File: config.mk
export PLATFORM = sky130hd
export DESIGN_NAME = rsfs_ctrl
export DESIGN_NICKNAME = d
export VERILOG_FILES = /design/src/hw/rtl/rsfs_pkg.sv /design/src/hw/rtl/rsfs_ctrl.sv
export SDC_FILE = /design/constraint.sdc
export NUM_CORES = 1
export LEC_CHECK = 0
export BUFFER_PORTS_ARGS = -buffer_cell sky130_fd_sc_hd__buf_2
export CORE_ASPECT_RATIO = 0.7
export CORE_MARGIN = 2
export CORE_UTILIZATION = 39
export DETAILED_ROUTE_END_ITERATION = 16
export PLACE_DENSITY = 0.7
export SLEW_MARGIN = 20
export SYNTH_ARGS = -nofsm -noshare
export SYNTH_HDL_FRONTEND = slang
export SYNTH_SLANG_ARGS = --single-unit
export TNS_END_PERCENT = 1
File: constraint.sdc
create_clock -name clk -period 2.36 [get_ports clk]
set_input_delay 0.118 -clock clk [delete_from_list [all_inputs] [get_ports clk]]
set_output_delay 0.118 -clock clk [all_outputs]
set_load 0.005 [all_outputs]
File: src/hw/rtl/rsfs_pkg.sv
// ----------------------------------------------------------------------------
// rsfs_pkg
// Shared types, codes and constants of the slot fair scheduler.
// ----------------------------------------------------------------------------
`default_nettype none

package rsfs_pkg;

	localparam int IDX_W = 3;                 // index fields, counts are at most 8
	localparam int DIV_NW = 48;               // divider dividend / quotient width
	localparam int DIV_DW = 16;               // divider divisor / remainder width
	localparam int DIV_CW = 6;                // divider step counter width

	localparam logic [3:0]  NO_TASK    = 4'd15;
	localparam logic [3:0]  NEVER_TASK = 4'd14;
	localparam logic [26:0] DEV_MAX    = 27'h7FFFFFF;
	localparam logic [31:0] SEED_RESET = 32'd5;
	localparam int XS_A = 13;
	localparam int XS_B = 17;
	localparam int XS_C = 5;

	localparam logic [63:0] SLOT_SIZES_RST  = 64'h0;
	localparam logic [63:0] DEMANDS_RST     = 64'h0;
	localparam logic [63:0] LATENCIES_RST   = 64'h0101010101010101;
	localparam logic [15:0] QUANTUM_RST     = 16'd1;
	localparam logic        SHUFFLE_RST     = 1'b0;
	localparam logic [23:0] TARGET_RST      = 24'h010000;

	typedef enum logic [2:0] {
		CFG_SLOT_SIZES     = 3'd0,
		CFG_TASK_DEMANDS   = 3'd1,
		CFG_TASK_LATENCIES = 3'd2,
		CFG_QUANTUM        = 3'd3,
		CFG_SHUFFLE_ENABLE = 3'd4,
		CFG_TARGET_SHARE   = 3'd5
	} cfg_idx_t;

	typedef enum logic [4:0] {
		ST_IDLE,
		ST_XS,
		ST_MOD,
		ST_QSTART,
		ST_QWAIT,
		ST_FREE,
		ST_SINIT,
		ST_SCAN,
		ST_COMMIT,
		ST_BINC,
		ST_RUN,
		ST_RECFG,
		ST_MUL1,
		ST_MUL2,
		ST_DSTART,
		ST_DWAIT,
		ST_ACC,
		ST_OUT
	} state_t;

	typedef enum logic [4:0] {
		OP_NONE,
		OP_LATCH,
		OP_XS,
		OP_MODB,
		OP_QDIV,
		OP_FREE,
		OP_SINIT,
		OP_SCAN,
		OP_COMMIT,
		OP_BINC,
		OP_RUN,
		OP_RECFG,
		OP_MUL1,
		OP_MUL2,
		OP_DDIV,
		OP_ACC,
		OP_OUT
	} op_t;

	typedef struct packed {
		op_t              op;
		logic [IDX_W-1:0] k;        // task / visit position
		logic [IDX_W-1:0] j;        // slot
		logic [1:0]       b;        // seed byte, most significant first
	} cmd_t;

	typedef struct packed {
		logic div_busy;
		logic boundary;
		logic last;
		logic rate_zero;
		logic out_free;
		logic shuffle_en;
	} stat_t;

	function automatic logic [7:0] byte_of(input logic [63:0] r, input logic [IDX_W-1:0] i);
		byte_of = r[8*i +: 8];
	endfunction

endpackage

`default_nettype wire

File: src/hw/rtl/rsfs_ctrl.sv
// ----------------------------------------------------------------------------
// rsfs_ctrl
// Sequencer: walks shuffle, boundary test, scheduling, run counting, report.
// ----------------------------------------------------------------------------
`default_nettype none

module rsfs_ctrl #(
	parameter int SLOT_COUNT = 8,
	parameter int TASK_COUNT = 8
) (
	input  wire logic            clk,
	input  wire logic            arst_n,
	input  wire logic            req_valid,
	output logic                 req_ready,
	input  wire rsfs_pkg::stat_t stat,
	output rsfs_pkg::cmd_t       cmd
);

	localparam logic [rsfs_pkg::IDX_W-1:0] J_LAST = rsfs_pkg::IDX_W'(SLOT_COUNT - 1);
	localparam logic [rsfs_pkg::IDX_W-1:0] K_LAST = rsfs_pkg::IDX_W'(TASK_COUNT - 1);

	rsfs_pkg::state_t              state_q, state_d;
	logic [rsfs_pkg::IDX_W-1:0]    k_q, k_d, j_q, j_d;
	logic [1:0]                    b_q, b_d;

	always_ff @(posedge clk or negedge arst_n) begin
		if (!arst_n) begin
			state_q <= rsfs_pkg::ST_IDLE;
			k_q     <= '0;
			j_q     <= '0;
			b_q     <= '0;
		end else begin
			state_q <= state_d;
			k_q     <= k_d;
			j_q     <= j_d;
			b_q     <= b_d;
		end
	end

	always_comb begin
		state_d   = state_q;
		k_d       = k_q;
		j_d       = j_q;
		b_d       = b_q;
		req_ready = 1'b0;
		cmd.op    = rsfs_pkg::OP_NONE;
		cmd.k     = k_q;
		cmd.j     = j_q;
		cmd.b     = b_q;
		case (state_q)
			rsfs_pkg::ST_IDLE: begin
				req_ready = 1'b1;
				if (req_valid) begin
					cmd.op  = rsfs_pkg::OP_LATCH;
					k_d     = '0;
					state_d = stat.shuffle_en ? rsfs_pkg::ST_XS : rsfs_pkg::ST_QSTART;
				end
			end
			rsfs_pkg::ST_XS: begin
				cmd.op  = rsfs_pkg::OP_XS;
				b_d     = '0;
				state_d = rsfs_pkg::ST_MOD;
			end
			rsfs_pkg::ST_MOD: begin
				cmd.op = rsfs_pkg::OP_MODB;
				b_d    = b_q + 1'b1;
				if (b_q == 2'd3) begin
					if (k_q == K_LAST) begin
						k_d     = '0;
						state_d = rsfs_pkg::ST_QSTART;
					end else begin
						k_d     = k_q + 1'b1;
						state_d = rsfs_pkg::ST_XS;
					end
				end
			end
			rsfs_pkg::ST_QSTART: begin
				cmd.op  = rsfs_pkg::OP_QDIV;
				state_d = rsfs_pkg::ST_QWAIT;
			end
			rsfs_pkg::ST_QWAIT: begin
				if (!stat.div_busy) begin
					j_d     = '0;
					state_d = stat.boundary ? rsfs_pkg::ST_FREE : rsfs_pkg::ST_RUN;
				end
			end
			rsfs_pkg::ST_FREE: begin
				cmd.op  = rsfs_pkg::OP_FREE;
				k_d     = '0;
				state_d = rsfs_pkg::ST_SINIT;
			end
			rsfs_pkg::ST_SINIT: begin
				cmd.op  = rsfs_pkg::OP_SINIT;
				j_d     = '0;
				state_d = rsfs_pkg::ST_SCAN;
			end
			rsfs_pkg::ST_SCAN: begin
				cmd.op = rsfs_pkg::OP_SCAN;
				if (j_q == J_LAST) state_d = rsfs_pkg::ST_COMMIT;
				else               j_d     = j_q + 1'b1;
			end
			rsfs_pkg::ST_COMMIT: begin
				cmd.op = rsfs_pkg::OP_COMMIT;
				if (k_q == K_LAST) begin
					state_d = rsfs_pkg::ST_BINC;
				end else begin
					k_d     = k_q + 1'b1;
					state_d = rsfs_pkg::ST_SINIT;
				end
			end
			rsfs_pkg::ST_BINC: begin
				cmd.op  = rsfs_pkg::OP_BINC;
				state_d = rsfs_pkg::ST_RECFG;
			end
			rsfs_pkg::ST_RUN: begin
				cmd.op = rsfs_pkg::OP_RUN;
				if (j_q == J_LAST) state_d = rsfs_pkg::ST_RECFG;
				else               j_d     = j_q + 1'b1;
			end
			rsfs_pkg::ST_RECFG: begin
				cmd.op = rsfs_pkg::OP_RECFG;
				k_d    = '0;
				state_d = stat.last ? rsfs_pkg::ST_MUL1 : rsfs_pkg::ST_OUT;
			end
			rsfs_pkg::ST_MUL1: begin
				cmd.op  = rsfs_pkg::OP_MUL1;
				state_d = rsfs_pkg::ST_MUL2;
			end
			rsfs_pkg::ST_MUL2: begin
				cmd.op  = rsfs_pkg::OP_MUL2;
				state_d = stat.rate_zero ? rsfs_pkg::ST_ACC : rsfs_pkg::ST_DSTART;
			end
			rsfs_pkg::ST_DSTART: begin
				cmd.op  = rsfs_pkg::OP_DDIV;
				state_d = rsfs_pkg::ST_DWAIT;
			end
			rsfs_pkg::ST_DWAIT: begin
				if (!stat.div_busy) state_d = rsfs_pkg::ST_ACC;
			end
			rsfs_pkg::ST_ACC: begin
				cmd.op = rsfs_pkg::OP_ACC;
				if (k_q == K_LAST) begin
					state_d = rsfs_pkg::ST_OUT;
				end else begin
					k_d     = k_q + 1'b1;
					state_d = rsfs_pkg::ST_MUL1;
				end
			end
			rsfs_pkg::ST_OUT: begin
				if (stat.out_free) begin
					cmd.op  = rsfs_pkg::OP_OUT;
					state_d = rsfs_pkg::ST_IDLE;
				end
			end
			default: state_d = rsfs_pkg::ST_IDLE;
		endcase
	end

endmodule

`default_nettype wire

==> metrics.txt <==
CTS tree built; r2r startpoint k_q[0]; worst flop-to-flop path endpoint k_q[1]; Vias/cell 5.907; EDFF count, synth 0; DRC viols 0; Max-Cap Viols 0; initial antenna violation count 0; Crit. End Element register; H-Tree Depth 1; FMAX 465.5 MHz; Yosys reg bits 13; most common cell after layout, fill and taps aside buf_2; CTS sink count 13; setup TNS 0 ps; most frequent cells in the layout buf_2, o21ai_0, nor2_1; Crit Path Category register to register; reg2reg setup slack 210 ps; CP startpoint kind register; wire per inst 14.39 um; final WL 3109 um; area share of the largest cell type after synthesis 27.48%; DR iter-0 viols 74; final setup violation count 0; Net Count, Synth 169; clk slew on worst S/H paths 50 ps; CTS Hold Buffers Added 1; number of global-route vias before repair 1186; Syn Inst Count 155; Post-Place Setup Slack 220.3 ps; CTS max path bufs 2; RSZ-0062 raised after global routing no; R2R depth 6; die height 50.09 um; Arrival @ worst endpoint 2260 ps; setup slack after layout 211.9 ps; fin nets 195; pin count of the biggest net entering global routing 22; GR met3 Demand/Resource 5.521%; worst-margin pin slew 430.4 ps; gpl congestion 0.8843; Setup crit end k_q[1]; Ports 23; top cells by area, synth dfrtp_1, o21ai_0, ha_1, a21oi_1, nor2_1; Worst slew margin 71.15%; ANT cells 0; core area 2843 um2; final instance area 1420 um2; vias 1276; status completed; CP Max Fanout 4; DRT Pass-1 Iters 4; Hold Violations, Final 0; worst skew pair latency 240 ps; CP required 2470 ps; Async SR Flop Fraction 100.0%; Syn Std Cell Area 1184 um2; post-synth cell types 40; fillcell total 271; Die Width 69.85 um; Final min period 2148 ps; first-pass GRT wire length 5237 um; met1 Track Usage GR 24.16%; number of I/O port buffers 22; Synth Flop Type dfrtp_1; Top Usage Layer GRT met2; Worst Setup SP k_q[0]; share of layout cells above drive strength 1 23.33%; PwrDens 1352 nW/um2; Setup Fix Bufs, Post-CTS 0; Final Max Tran Viols 0; GRT met2 Usage 30.32%; Num CTS Buffers 3; worst min path class input pin to register; maximum VDD drop 0.0004949 V; Clock Skew 3.305 ps; register area share after synthesis 27.48%; die area 3499 um2; initial core utilization 41.64%; Leakage 0.6646 nW; cell taking the most area after synthesis dfrtp_1; P&R area growth vs syn 19.98%; GRT overflow 0; fin crit share 91.02%; HPWL Detailed 2426 um; clock root buffer clkbuf_8; Mapped Avg Cell Area 7.636 um2; post-CTS resize count 0; placed instance area 1365 um2; yosys warns 0; Power, Total 0.001920 W; row count 16; total track usage 18.72%; antenna viol nets, final 0
final cells by class:
| type | instances | area, um2 | share of cell area [%] |
|---|---|---|---|
| clock buffer | 4 | 45.04 | 3.172 |
| tap | 36 | 45.04 | 3.172 |
| multi-input combinational | 124 | 787.0 | 55.42 |
| inverter | 6 | 22.52 | 1.586 |
| timing repair buffer | 33 | 195.2 | 13.74 |
| sequential | 13 | 325.3 | 22.91 |
critical path, cell delays in order, from the launching register on:
cell and delay [ps]:
dfrtp_1 400, ha_1 210, ha_1 180, or4_1 500
a21oi_1 170, and3_4 220, mux2_1 340
report_power, final:
part           switching [W]  total, W  leakage (nW)  internal, W
sequential          0.000118  0.000425         0.171     0.000307
combinational       0.000717   0.00130         0.471     0.000584
clock              0.0000755  0.000194        0.0228     0.000119
logic make-up after synthesis:
family	share of synthesized area, %
adders and majority gates	5.285
muxes	6.554
AOI/OAI and AO/OA	27.27
buffers and inverters	6.025
and+or+nand+nor	27.38
DFF	27.48
synth_stat cells (2+ instances only):
cell type  count
o21ai_0       21
o31ai_1        4
o22ai_1        2
nand2b_1       4
and3_1         2
buf_2          3
a31oi_1        2
nand2_1       11
nor3_1         7
mux2_2         3
mux2_1         3
nor2b_1        3
nand3_1        7
clkbuf_1       8
a21oi_1       12
ha_1           5
a22oi_1        2
nor2_1        15
inv_1          6
or4_1          3
dfrtp_1       13
metrics by stage:
step | utilization (%) | instances | hold WS (ps)
after CTS | 49.96 | 216 | 193.2
final | 49.96 | 216 | 200.2
after detailed placement | 48.02 | 211 | 23.41
after floorplan | - | 155 | -177.6
after global placement | 48.02 | 211 | 20.97
after global routing | 49.96 | 216 | 196.5
worst min path at each step:
stage	startpoint	endpoint	slack (ps)	depth (start not counted)
after CTS	stat[1]	state_q[4]	190	3
after global placement	arst_n	b_q[1]	20	1
after detailed placement	arst_n	b_q[1]	20	1
final	stat[1]	state_q[4]	200	3
after global routing	stat[1]	state_q[4]	200	3
after floorplan	arst_n	b_q[0]	-180	0
routing by layer:
layer | wire (um) | share of wire [%]
met2 | 1453 | 47
met3 | 274 | 8.8
met4 | 54 | 1.7
met1 | 1326 | 43
met5 | 0 | 0
flip-flops by register name (all words and copies together) (netlist names):
signal / count
b_q: 2
j_q: 3
k_q: 3
state_q: 5
(Power assumes the default switching activity.)
